$ cat src/rtl/median_filter_3x3_core_defines.svh
// Assertion macros for the 3x3 median filter core.
// Included by the files that check their own logic; depends on nothing else.
`ifndef MEDIAN_FILTER_3X3_CORE_DEFINES_SVH
`define MEDIAN_FILTER_3X3_CORE_DEFINES_SVH

`ifndef SYNTHESIS
`define MF3_ASSERT_IMPLY(label, clk, rst, ante, cons) \
   label: assert property (@(posedge clk) disable iff (rst) (ante) |-> (cons)) \
      else $error("mf3 check failed: same-cycle implication");
`define MF3_ASSERT_NEXT(label, clk, rst, ante, cons) \
   label: assert property (@(posedge clk) disable iff (rst) (ante) |=> (cons)) \
      else $error("mf3 check failed: next-cycle implication");
`else
`define MF3_ASSERT_IMPLY(label, clk, rst, ante, cons)
`define MF3_ASSERT_NEXT(label, clk, rst, ante, cons)
`endif

`endif

$ cat src/rtl/mf3_pkg.sv
// Shared constants, types and compare functions of the 3x3 median filter.
// Used by every module of the block; depends on nothing.
package mf3_pkg;

   localparam int MAX_WIDTH   = 1024;
   localparam int PIX_W       = 8;
   localparam int COL_W       = (MAX_WIDTH > 1) ? $clog2(MAX_WIDTH) : 1;
   localparam int WIDTH_W     = 11;
   localparam int ROW_W       = 12;
   localparam int CSR_INDEX_W = 2;
   localparam int CSR_DATA_W  = 12;
   localparam int MIN_SIDE    = 3;
   localparam int RESET_WIDTH  = 1024;
   localparam int RESET_HEIGHT = 768;

   localparam logic [CSR_INDEX_W-1:0] CSR_FRAME_WIDTH  = CSR_INDEX_W'(0);
   localparam logic [CSR_INDEX_W-1:0] CSR_FRAME_HEIGHT = CSR_INDEX_W'(1);

   typedef logic [PIX_W-1:0] pixel_type;

   typedef struct packed {
      pixel_type above;
      pixel_type middle;
   } line_pair_type;

   typedef struct packed {
      pixel_type lo;
      pixel_type md;
      pixel_type hi;
   } column_type;

   typedef struct packed {
      logic emit;
      logic last;
   } item_tag_type;

   typedef struct packed {
      logic             valid;
      logic             last;
      column_type [2:0] cols;
   } window_bus_type;

   function automatic pixel_type min2(input pixel_type a, input pixel_type b);
      return (a < b) ? a : b;
   endfunction

   function automatic pixel_type max2(input pixel_type a, input pixel_type b);
      return (a < b) ? b : a;
   endfunction

   function automatic column_type sort3(input pixel_type a, input pixel_type b,
                                        input pixel_type c);
      pixel_type  lo1;
      pixel_type  hi1;
      pixel_type  t;
      column_type s;
      lo1  = min2(a, b);
      hi1  = max2(a, b);
      t    = max2(lo1, c);
      s.lo = min2(lo1, c);
      s.md = min2(t, hi1);
      s.hi = max2(t, hi1);
      return s;
   endfunction

   function automatic pixel_type med3(input pixel_type a, input pixel_type b,
                                      input pixel_type c);
      return max2(min2(a, b), min2(max2(a, b), c));
   endfunction

endpackage

$ cat src/rtl/mf3_median.sv
// Median selection of the filter: reduces three sorted columns in two
// registered steps and drives the result channel. Depends on mf3_pkg.
module mf3_median (
   input  logic                    clock,
   input  logic                    reset,
   input  mf3_pkg::window_bus_type win,
   output logic                    win_ready,
   output logic                    rsp_valid,
   input  logic                    rsp_stall,
   output mf3_pkg::pixel_type      rsp_median,
   output logic                    rsp_frame_end
);
   import mf3_pkg::*;

   logic      s3_valid_ff;
   logic      s3_valid_in;
   logic      s3_last_ff;
   pixel_type s3_lo_ff;
   pixel_type s3_md_ff;
   pixel_type s3_hi_ff;
   logic      out_valid_ff;
   logic      out_valid_in;
   logic      out_last_ff;
   pixel_type out_median_ff;
   logic      out_free;
   logic      s3_adv;
   logic      win_take;

   assign out_free  = !out_valid_ff || !rsp_stall;
   assign s3_adv    = s3_valid_ff && out_free;
   assign win_ready = !s3_valid_ff || out_free;
   assign win_take  = win.valid && win_ready;

   always_comb begin
      s3_valid_in = s3_valid_ff;
      if (win_take) begin
         s3_valid_in = 1'b1;
      end else if (s3_adv) begin
         s3_valid_in = 1'b0;
      end
      out_valid_in = out_valid_ff;
      if (s3_adv) begin
         out_valid_in = 1'b1;
      end else if (out_free) begin
         out_valid_in = 1'b0;
      end
   end

   always_ff @(posedge clock) begin
      if (reset) begin
         s3_valid_ff  <= 1'b0;
         out_valid_ff <= 1'b0;
      end else begin
         s3_valid_ff  <= s3_valid_in;
         out_valid_ff <= out_valid_in;
      end
   end

   always_ff @(posedge clock) begin
      if (win_take) begin
         s3_last_ff <= win.last;
         s3_lo_ff   <= max2(max2(win.cols[0].lo, win.cols[1].lo), win.cols[2].lo);
         s3_md_ff   <= med3(win.cols[0].md, win.cols[1].md, win.cols[2].md);
         s3_hi_ff   <= min2(min2(win.cols[0].hi, win.cols[1].hi), win.cols[2].hi);
      end
      if (s3_adv) begin
         out_last_ff   <= s3_last_ff;
         out_median_ff <= med3(s3_lo_ff, s3_md_ff, s3_hi_ff);
      end
   end

   assign rsp_valid     = out_valid_ff;
   assign rsp_median    = out_median_ff;
   assign rsp_frame_end = out_last_ff;

endmodule

$ cat config.mk
export PLATFORM = sky130hd
export DESIGN_NAME = mf3_median
export DESIGN_NICKNAME = d
export VERILOG_FILES = /design/src/rtl/median_filter_3x3_core_defines.svh /design/src/rtl/mf3_pkg.sv /design/src/rtl/mf3_median.sv
export SDC_FILE = /design/constraint.sdc
export NUM_CORES = 1
export LEC_CHECK = 0
export ABC_AREA = 1
export BUFFER_PORTS_ARGS = -buffer_cell sky130_fd_sc_hd__buf_2
export CORE_MARGIN = 2
export CORE_UTILIZATION = 45
export CTS_CLUSTER_DIAMETER = 60
export DETAILED_ROUTE_END_ITERATION = 12
export GPL_TIMING_DRIVEN = 0
export PLACE_DENSITY = 0.64
export SLEW_MARGIN = 20
export SYNTH_ARGS = -nofsm -noshare
export SYNTH_HDL_FRONTEND = slang
export SYNTH_SLANG_ARGS = --single-unit
export TNS_END_PERCENT = 50
$ cat constraint.sdc
create_clock -name clock -period 5.2 [get_ports clock]
set_clock_uncertainty 0.1 [all_clocks]
set_input_delay 0.52 -clock clock [delete_from_list [all_inputs] [get_ports clock]]
set_output_delay 0.52 -clock clock [all_outputs]
set_load 0.1 [all_outputs]
==> metrics.cfg <==
[run_status]
status = finished clean

[grt]
grt_use_met3 = 0.0232
use_met2 = 0.333
gr-usage-all-layers = 0.175
grt_pass1_vias = 3703
busiest_layer = met2
grt_max_degree = 26
grt_antenna_before_repair = 0
gr-usage-met1 = 0.205
gr-total-overflow = 0
grt_pass1_wl_mm = 14.6

[floorplan]
core_sq_um = 8760
num_io_pins = 88
die-area_sq_um = 9830
start_util = 0.465
die_x_um = 99.1
num_rows = 34
die_h_um = 99.1

[yosys]
seq_area_frac_synth = 0.260
synth_top_cell_by_area = edfxtp_1
yosysTopAreaCellShare = 0.251
synth_area_leaders = edfxtp_1, ha_1, nand2_1, inv_1, a21oi_1
synth.ff_latch_count = 36
syn_avg_cell_area_sq_um = 6.99
synth_nets = 730
yosys-top-cells-count = nand2_1, inv_1, ha_1
async_reset_ff_frac = 0
synthDistinctLibCells = 23
postSynthCellCount = 583
synth_ff_type = edfxtp_1
synth_area_sq_um = 4070
ys_warn_count = 0
synth_edf_count = 34
synthMostInstantiatedCell = nand2_1

[power_and_ir_drop]
seqPwrFrac = 0.209
cellInternalPower_uw = 1110
pwr-share-clk = 0.080
p_leak_uw = 0.00268
powerDensity_nw_per_um2 = 483
combPwrFrac = 0.711
switchingPower_uw = 1190
swShare = 0.516
ir_worst_vdd_mv = 0.290

[sta]
hold_violations = 0
finalSetupViolCount = 0
slew_headroom = 0.388
rsz0062_at_grt = no
max_freq_ghz = 0.206
min_period_over_period = 0.934
tightestPinTransition_ns = 0.916
tns_ns = 0
report.final.slew_viol_count = 0
fin_crit_ns = 4.86

[clock_tree]
cts_tree = done
root_buffer = clkbuf_8
cts_max_level = 2
clk_pin_slew_ns = 0.07
postCtsHoldBufs = 0
clkSinkCount = 36
cts-buffers-inserted = 5
clk_latency_ns = 0.28
clock_path_buffers = 2

[layout]
antennaDiodeCount = 0
num-fill-cells = 856
num-nets-final = 827
area.growth.synth_to_final_pct = 17.0
drive_gt1_frac = 0.195
layout.cells.non_filler = 789

[critical_path]
cp-end-kind = flip-flop
slowest_delay_ns = 0.43
crit_fanout = 10
cp_slowest_cell = edfxtp_1
arrival_ns = 4.80
cp_cell_sequence = ha_1 -> a21oi_1 -> o21a_1 -> nand2_2 -> buf_2 -> buf_2 -> o21ai_0 -> ha_1 -> a21oi_1 -> nor2_1 -> a211oi_1 -> nand2_2 -> buf_2 -> inv_1 -> nand2_1 -> o21ai_0 -> inv_1 -> ha_1 -> a21oi_1 -> nor2_1 -> a211oi_4 -> nand2_4 -> nand2_1 -> nand2_1
critPathKind = reg -> reg
rr_worst_depth = 24
start_kind = flip-flop
critPathRequiredTime_ns = 5.14

[hold_path]
hold-path-cell-count = 2
hp-class = in -> reg

[detailed_routing]
drtPass1Iterations = 4
drc = 0
drt-initial-drc-count = 107
postRouteAntennaNets = 0
routed_wl_mm = 8.34
vias = 3838
wl_per_cell_um = 10.6
viasPerCell = 4.86

[flow_run]
drv_cap = 0

[placed_design]
dp.cells = 778
gp_congestion = 0.900
hpwl_mm = 7.28
numPortBuffers = 87

[cell type report]
type                       count  area, sq um  share of cell area
buffer                        11         55.1              0.0115
clock buffer                   7         76.3              0.0160
clock inverter                 1         3.75            0.000787
inverter                     105          394              0.0827
multi-input combinational    431         2580               0.542
sequential                    36         1060               0.223
tap                          108          135              0.0283
timing repair buffer          90          458              0.0961
[cells by family after synthesis]
kind of cell,Yosys count,share of synthesized area
simple gates,251,0.260
flops,36,0.260
compound gates,110,0.154
fa+ha+maj,70,0.215
buf+inv,116,0.110
[registers in the layout, summed over array words and instances (netlist names)]
register / count
rsp_frame_end: 1
s3_hi_ff: 8
rsp_valid: 1
s3_lo_ff: 8
rsp_median: 8
s3_last_ff: 1
s3_md_ff: 8
s3_valid_ff: 1
[cells in the final DEF, fill, tap and decap left out, drive strengths merged]
cell and count:
a211oi 6, a21oi 47, and2 4, buf 99, clkbuf 9, clkinv 1
dfxtp 2, edfxtp 34, ha 70, inv 105, nand2 175, nand3 33
nand4 2, nor2 37, o211ai 4, o21a 2, o21ai 51
[power by group through the flow]
stage	clock network, uW	logic, uW	registers, uW
final	184	1640	482
after floorplan	0	1010	735
after global routing	203	1870	489
after CTS	190	1550	482
after detailed placement	0	1540	489
after global placement	0	1510	488
[through the flow]
step	utilization	instance area, sq um	worst slack [ns]	total power [uW]	hold slack, ns
final	0.544	4770	0.344	2300	0.303
after global routing	0.544	4770	0.00131	2560	0.295
after CTS	0.539	4720	0.178	2220	0.295
after detailed placement	0.530	4640	0.120	2030	0.308
after global placement	0.530	4640	0.221	2000	0.306
after floorplan	-	4070	0.790	1740	0.300
[worst max-delay path, delay by kind of cell (launching register included)]
| family | cells | cell delay [ns] |
|---|---|---|
| fa+ha+maj | 3 | 0.95 |
| compound gates | 8 | 1.80 |
| buf+inv | 5 | 0.69 |
| simple gates | 8 | 0.64 |
| flops | 1 | 0.43 |
[worst paths after layout]
path                            slack (ns)             startpoint                 endpoint
worst max-delay path                  0.34  s3_lo_ff[7]$_DFFE_PP_  rsp_median[4]$_DFFE_PP_
worst min-delay path                  0.30                  reset   rsp_valid$_SDFFE_PP0P_
worst max register to register        0.34  s3_lo_ff[7]$_DFFE_PP_  rsp_median[4]$_DFFE_PP_
worst min register to register        0.32   s3_last_ff$_DFFE_PP_  rsp_frame_end$_DFFE_PP_
[metal layers]
metal / part of all wire / vias to the layer above
met3: 0.037 / 6
li1: - / 2097
met4: 0.0091 / 0
met1: 0.46 / 1659
met5: 0 / -
met2: 0.49 / 76
[repair_timing]
item / CTS / global route
endpoints found under the hold margin: 0 / 0
setup endpoints to repair: 0 / 12
buffers inserted: 0 / 3
gates resized for setup: 0 / 2
(Power assumes the default switching activity.)
