### src/rtl/median_filter_3x3_core_defines.svh
// Assertion macros for the 3x3 median filter core.
// Included by the files that check their own logic; depends on nothing else.
`ifndef MEDIAN_FILTER_3X3_CORE_DEFINES_SVH
`define MEDIAN_FILTER_3X3_CORE_DEFINES_SVH

`ifndef SYNTHESIS
`define MF3_ASSERT_IMPLY(label, clk, rst, ante, cons) \
   label: assert property (@(posedge clk) disable iff (rst) (ante) |-> (cons)) \
      else $error("mf3 check failed: same-cycle implication");
`define MF3_ASSERT_NEXT(label, clk, rst, ante, cons) \
   label: assert property (@(posedge clk) disable iff (rst) (ante) |=> (cons)) \
      else $error("mf3 check failed: next-cycle implication");
`else
`define MF3_ASSERT_IMPLY(label, clk, rst, ante, cons)
`define MF3_ASSERT_NEXT(label, clk, rst, ante, cons)
`endif

`endif

### src/rtl/mf3_pkg.sv
// Shared constants, types and compare functions of the 3x3 median filter.
// Used by every module of the block; depends on nothing.
package mf3_pkg;

   localparam int MAX_WIDTH   = 1024;
   localparam int PIX_W       = 8;
   localparam int COL_W       = (MAX_WIDTH > 1) ? $clog2(MAX_WIDTH) : 1;
   localparam int WIDTH_W     = 11;
   localparam int ROW_W       = 12;
   localparam int CSR_INDEX_W = 2;
   localparam int CSR_DATA_W  = 12;
   localparam int MIN_SIDE    = 3;
   localparam int RESET_WIDTH  = 1024;
   localparam int RESET_HEIGHT = 768;

   localparam logic [CSR_INDEX_W-1:0] CSR_FRAME_WIDTH  = CSR_INDEX_W'(0);
   localparam logic [CSR_INDEX_W-1:0] CSR_FRAME_HEIGHT = CSR_INDEX_W'(1);

   typedef logic [PIX_W-1:0] pixel_type;

   typedef struct packed {
      pixel_type above;
      pixel_type middle;
   } line_pair_type;

   typedef struct packed {
      pixel_type lo;
      pixel_type md;
      pixel_type hi;
   } column_type;

   typedef struct packed {
      logic emit;
      logic last;
   } item_tag_type;

   typedef struct packed {
      logic             valid;
      logic             last;
      column_type [2:0] cols;
   } window_bus_type;

   function automatic pixel_type min2(input pixel_type a, input pixel_type b);
      return (a < b) ? a : b;
   endfunction

   function automatic pixel_type max2(input pixel_type a, input pixel_type b);
      return (a < b) ? b : a;
   endfunction

   function automatic column_type sort3(input pixel_type a, input pixel_type b,
                                        input pixel_type c);
      pixel_type  lo1;
      pixel_type  hi1;
      pixel_type  t;
      column_type s;
      lo1  = min2(a, b);
      hi1  = max2(a, b);
      t    = max2(lo1, c);
      s.lo = min2(lo1, c);
      s.md = min2(t, hi1);
      s.hi = max2(t, hi1);
      return s;
   endfunction

   function automatic pixel_type med3(input pixel_type a, input pixel_type b,
                                      input pixel_type c);
      return max2(min2(a, b), min2(max2(a, b), c));
   endfunction

endpackage

### src/rtl/mf3_window.sv
// 3x3 window of the median filter: sorts each incoming column and keeps the
// three newest sorted columns with the result tag. Depends on mf3_pkg.
module mf3_window (
   input  logic                    clock,
   input  logic                    reset,
   input  logic                    shift,
   input  mf3_pkg::item_tag_type   shift_tag,
   input  mf3_pkg::line_pair_type  rd_pair,
   input  mf3_pkg::pixel_type      new_pixel,
   output logic                    shift_ready,
   output mf3_pkg::window_bus_type win,
   input  logic                    win_ready
);
   import mf3_pkg::*;

   logic             valid_ff;
   logic             valid_in;
   logic             last_ff;
   column_type [2:0] cols_ff;

   assign shift_ready = !valid_ff || win_ready;

   always_comb begin
      valid_in = valid_ff;
      if (shift) begin
         valid_in = shift_tag.emit;
      end else if (valid_ff && win_ready) begin
         valid_in = 1'b0;
      end
   end

   always_ff @(posedge clock) begin
      if (reset) begin
         valid_ff <= 1'b0;
      end else begin
         valid_ff <= valid_in;
      end
   end

   always_ff @(posedge clock) begin
      if (shift) begin
         last_ff    <= shift_tag.last;
         cols_ff[0] <= cols_ff[1];
         cols_ff[1] <= cols_ff[2];
         cols_ff[2] <= sort3(rd_pair.above, rd_pair.middle, new_pixel);
      end
   end

   assign win.valid = valid_ff;
   assign win.last  = last_ff;
   assign win.cols  = cols_ff;

endmodule

### config.mk
export PLATFORM = sky130hd
export DESIGN_NAME = mf3_window
export DESIGN_NICKNAME = d
export VERILOG_FILES = /design/src/rtl/median_filter_3x3_core_defines.svh /design/src/rtl/mf3_pkg.sv /design/src/rtl/mf3_window.sv
export SDC_FILE = /design/constraint.sdc
export NUM_CORES = 1
export LEC_CHECK = 0
export ABC_AREA = 1
export ABC_CLOCK_PERIOD_IN_PS = 5800
export BUFFER_PORTS_ARGS = -buffer_cell sky130_fd_sc_hd__buf_2
export CORE_MARGIN = 3
export CORE_UTILIZATION = 38
export CTS_BUF_LIST = sky130_fd_sc_hd__clkbuf_8
export CTS_CLUSTER_DIAMETER = 80
export DETAILED_ROUTE_END_ITERATION = 6
export SLEW_MARGIN = 20
export SYNTH_ARGS = -nofsm -noshare
export SYNTH_HDL_FRONTEND = slang
export SYNTH_SLANG_ARGS = --single-unit
### constraint.sdc
create_clock -name clock -period 5.8 [get_ports clock]
set_clock_uncertainty 0.15 [all_clocks]
set_input_delay 1.74 -clock clock [delete_from_list [all_inputs] [get_ports clock]]
set_output_delay 1.74 -clock clock [all_outputs]
set_load 0.1 [all_outputs]
==> flow_summary.toml, run 1 <==
[synth]
synth_mux_area_share_pct = 0
synth_xor_area_share_pct = 0
postSynthCellCount = 298
synth-compound-area-share_pct = 6.56
synthAdderAreaFrac_pct = 7.78
syn_area_per_cell_um2 = 11.3
ys_ff_latch = 74
synth_top_family_by_area = "simple AND/OR/NAND/NOR gates"
ys_types = 20
synth_area_leaders = "edfxtp_1 65%, nand2_1 8.8%, ha_1 7.8%"
yosys.area.top_type = "edfxtp_1"
synth.top_cell.area_share_pct = 64.9
synthSimpleGateAreaFrac_pct = 15.0
synth-seq-area-share_pct = 65.5
synth_fp_nets = 349
syn-cell-area_um2 = 3380
yosys_warnings = 0

[global_route]
grt_pass1_wl_mm = 10.9
grt_pass1_vias = 2255
antenna_found_initial = 0
grt_overflow = 0
grt_use_total_pct = 13.7
grt_max_degree = 55

[detailed_routing]
antenna_left = 0
wl_per_cell_um = 12.9
dr.pass1.iters = 4
via_per_inst = 4.65
drc = 0
wirelength_mm = 6.80
drt_iter0_drc = 109
vias = 2453

[sta]
tightest_slew_ns = 0.653
maxSlewHeadroom_pct = 56.5
finalWorstSetupSlack_ns = 0.353
finalCriticalPeriod_ns = 5.45
holdWs_ns = 0.285
rsz0062_at_grt = "false"
setup_viol = 0
timing.final.crit_share_pct = 93.9
hold_violations = 0
fmax_mhz = 184
setup_tns_ns = 0
slew_viol_final = 0

[critical_path]
cp_slowest_cell = "a21oi_1"
crit_end = "win[50]"
r2r_setup_slack_ns = 4.96
r2r_start = "valid_ff"
worstPathRequired_ns = 5.85
path_class = "in -> reg"
cp-start-kind = "primary input"
reg2reg_to = "valid_ff"
crit_family = "compound AO/OA/AOI/OAI gates"
crit_cells = 20
cp_max_fo = 21
end_kind = "register"
critPathMaxStageDelay_ns = 0.33
critical_path.startpoint = "rd_pair[7]"
path_buf_inv = 3
cp.arrival_ns = 5.49
rr_worst_depth = 2
crit_path_cell_trace = "buf_2 > inv_1 > ha_1 > a21oi_1 > o21a_1 > nand2_4 > a21oi_1 > ha_1 > nand2_1 > nor2_1 > a211oi_1 > nand2_2 > o21ai_0 > ha_1 > a21oi_1 > nor2_1 > a211oi_4 > buf_4 > nand3_1 > nand2_1"

[floorplanning]
die_w_um = 100
ios = 105
die_height_um = 100
num_rows = 33
die_area_um2 = 10100
start_util_pct = 40.1
core_area_um2 = 8420

[finish]
multi_input_area_um2 = 1010
fill_cells = 796
utilization_pct = 51.3
fin_nets = 469
area_delta_synth_final_pct = 27.9
drive_above_1_share_pct = 34.3
final_cell_mix = "103 x buf_2, 79 x nand2_1, 73 x edfxtp_1"
final-seq-area_um2 = 2210
n_antenna_cell = 0
finalNonFillerCells = 528
stdcell_area_um2 = 4320
layout_commonest_cell = "buf_2"

[cts]
path_clk_slew_ns = 0.08
clockBufferDepth = 2
cts_root_buf = "clkbuf_8"
post_cts_buffers = 0
clkSinkCount = 74
cts_buffers = 9
htree_levels = 3
cts_tree = "yes"
worstSkewPairLatency_ns = 0.33

[placed_design]
gp_congestion = 0.886
dpl.hpwl_mm = 5.34
post_dp_cell_area_um2 = 4090
dp.cells = 512
portBuffers = 104
pre_cts_ws_ns = -0.195

[pwr]
p_leak_nw = 2.01
p_per_area_nw_per_um2 = 519
totalPowerFinal_mw = 2.24
peakVddDrop_mv = 0.177

[outcome]
status = "completed"

[worst_hold_path]
hold_class = "reg -> reg"

[flow_run]
drv_cap = 0
worst reg2reg max path: cells and delay by family, from the launching register on:
family	cells	cell delay, ns
AO/OA/AOI/OAI	1	0.20
flip-flops	1	0.33
AND/OR/NAND/NOR	1	0.07
sequential cells by signal, indices dropped and copies added, names as in the netlist:
signal    flops
win          72
last_ff       1
valid_ff      1
synth_stat cells (all sizes together):
cell     n
ha      21
inv     31
a21oi   15
buf      6
a31oi    1
nor2    15
a211oi   3
o21a     1
dfxtp    1
clkbuf   4
o21ai   21
edfxtp  73
nand3   20
nand2   86
metal layers:
metal	vias to the layer above	track usage (%)	share of wire [%]
li1	1261	-	-
met1	1103	17.3	44
met2	85	22.7	49
met3	4	3.75	6.7
met4	0	4.77	0.34
met5	-	0	0
worst min-delay path by stage:
stage | from | endpoint | slack (ns) | cells past startpoint
6_report | win[50] | win[26] | 0.28 | 0
5_1_grt | win[50] | win[26] | 0.29 | 0
4_1_cts | win[50] | win[26] | 0.29 | 0
3_5_place_dp | win[39] | win[15] | 0.28 | 0
3_3_place_gp | win[31] | win[7] | 0.27 | 0
2_1_floorplan | win[24] | win[0] | 0.95 | 0
layout make-up:
type | count | area share, %
multi-input combinational | 183 | 23.3
timing repair buffer | 119 | 14.7
sequential | 74 | 51.2
tap | 105 | 3.04
clock inverter | 7 | 2.17
inverter | 31 | 2.69
clock buffer | 9 | 2.87
power breakdown:
group / switching (mW) / leakage (nW) / internal (mW) / total [mW]
clock: 0.181 / 0.105 / 0.241 / 0.422
combinational: 0.887 / 1.18 / 0.174 / 1.06
sequential: 0.0360 / 0.722 / 0.722 / 0.758
total: 1.10 / 2.01 / 1.14 / 2.24
kinds of logic after synthesis:
group | Yosys count
and+or+nand+nor | 121
DFF | 74
AOI/OAI and AO/OA | 41
buffers and inverters | 41
adders and majority gates | 21
timing repair:
item | 4_1_cts | 5_1_grt
hold buffers | 0 | 0
gates resized for setup | 0 | 6
endpoints found under the setup margin | 0 | 16
Power figures use the tool's default switching activity.
==> run 2: changes to the inputs <==
Settings changed: ABC_CLOCK_PERIOD_IN_PS 5800 to 6800, CORE_UTILIZATION 38 to 35.
Clock period 5.8 ns to 6.8 ns, I/O delays scaled along.
==> flow_summary.toml, run 2 (synthesis results as in run 1) <==
[cts]
clkSinkCount = 74
postCtsResizedCells = 0
clockBufferDepth = 2
cts_hold_buf = 0
cts_root_buf = "clkbuf_8"
path_clk_slew_ns = 0.08
worstSkewPairLatency_ns = 0.33
cts_buffers = 9
htree_levels = 3
post_cts_buffers = 0
cts_tree = "yes"

[pwr]
p_per_area_nw_per_um2 = 448
p_leak_nw = 1.94
peakVddDrop_mv = 0.158
totalPowerFinal_mw = 1.89

[floorplanning]
num_rows = 35
die_w_um = 104
core_area_um2 = 9330
die_height_um = 104
die_area_um2 = 10900
start_util_pct = 36.2
ios = 105

[finish]
drive_above_1_share_pct = 31.5
area_delta_synth_final_pct = 25.2
fill_cells = 881
final_cell_mix = "103 x buf_2, 79 x nand2_1, 73 x edfxtp_1"
largest_reg_flops = 72
layout_commonest_cell = "buf_2"
n_antenna_cell = 0
fin_nets = 455

[critical_path]
r2r_setup_slack_ns = 5.98
crit_path_cell_trace = "buf_2 > inv_1 > ha_1 > a21oi_1 > o21a_1 > nand2_2 > a21oi_1 > ha_1 > a21oi_1 > nor2_1 > a211oi_1 > nand2_2 > o21ai_0 > ha_1 > a21oi_1 > nor2_1 > a211oi_2 > buf_4 > nand3_1 > nand2_1"
cp-start-kind = "primary input"
cp_slowest_cell = "o21ai_0"
crit_path_frequent_cell = "a21oi_1"
cp.arrival_ns = 6.27
critical_path.startpoint = "rd_pair[7]"
crit_family = "compound AO/OA/AOI/OAI gates"
r2r_start = "win[66]"
worstPathRequired_ns = 6.84
path_buf_inv = 3
cp_max_fo = 31
critPathMaxStageDelay_ns = 0.46
path_class = "in -> reg"
end_kind = "register"

[detailed_routing]
via_per_inst = 4.44
wl_met3_um = 422
drt_iter0_drc = 145
wl_per_cell_um = 12.7
drc = 0
dr.pass1.iters = 4
drt-met1-wl_mm = 3.14
wirelength_mm = 6.85
vias = 2389
dr_wl_met2_mm = 3.14
top_layer = "met4"
antenna_left = 0

[sta]
slew_viol_final = 0
hold_violations = 0
maxSlewHeadroom_pct = 40.2
setup_viol = 0
timing.final.crit_share_pct = 91.6
fmax_mhz = 161
rsz0062_at_grt = "false"
finalCriticalPeriod_ns = 6.23
setup_tns_ns = 0
tightest_slew_ns = 0.897

[worst_hold_path]
hold_class = "reg -> reg"
min_from = "win[47]"

[placed_design]
portBuffers = 104
dpl.hpwl_mm = 5.24
gp_congestion = 0.932

[outcome]
status = "completed"

[global_route]
antenna_found_initial = 0
grt_pass1_vias = 2280
grt_overflow = 0
grt_use_total_pct = 12.8
grt_max_degree = 75
grt_pass1_wl_mm = 11.1

[flow_run]
drv_cap = 0
run 2: changes by cell type in the layout (fill, tap and decap cells not counted), sizes merged:
cell      before  now
clkinvlp       2    1
clkinv         3    4
buf          119  105
run 2: routing by layer:
layer	vias up	global-route usage [%]
met2	81	20.2
met3	10	3.60
met4	0	5.60
li1	1232	-
met1	1066	16.4
met5	-	0
run 2: path summary, 6_finish.rpt:
check        cells past startpoint       to
max                             20  win[63]
min                              0  win[23]
max reg2reg                      0  win[42]
min reg2reg                      0  win[23]
run 2: cell type report:
cell class / instances / area, um2 / share of cell area, %
inverter: 31 / 116 / 2.75
multi-input combinational: 183 / 991 / 23.4
tap: 129 / 161 / 3.82
timing repair buffer: 105 / 531 / 12.5
clock buffer: 9 / 124 / 2.93
clock inverter: 7 / 93.8 / 2.22
sequential: 74 / 2210 / 52.3
run 2: power by group:
group | internal (mW) | total, mW | switching (mW)
clock | 0.206 | 0.363 | 0.157
combinational | 0.130 | 0.884 | 0.754
sequential | 0.616 | 0.647 | 0.0307
total | 0.952 | 1.89 | 0.942
run 2: metrics by stage:
stage	hold WS (ns)	std cells	worst slack (ns)	utilization, %	area [um2]
after floorplan	0.951	298	0.633	-	3380
after global placement	0.273	522	0.438	43.0	4010
after detailed placement	0.278	522	0.297	43.0	4010
after CTS	0.291	538	0.640	45.3	4230
after global routing	0.304	538	0.151	45.3	4230
final	0.289	538	0.571	45.3	4230
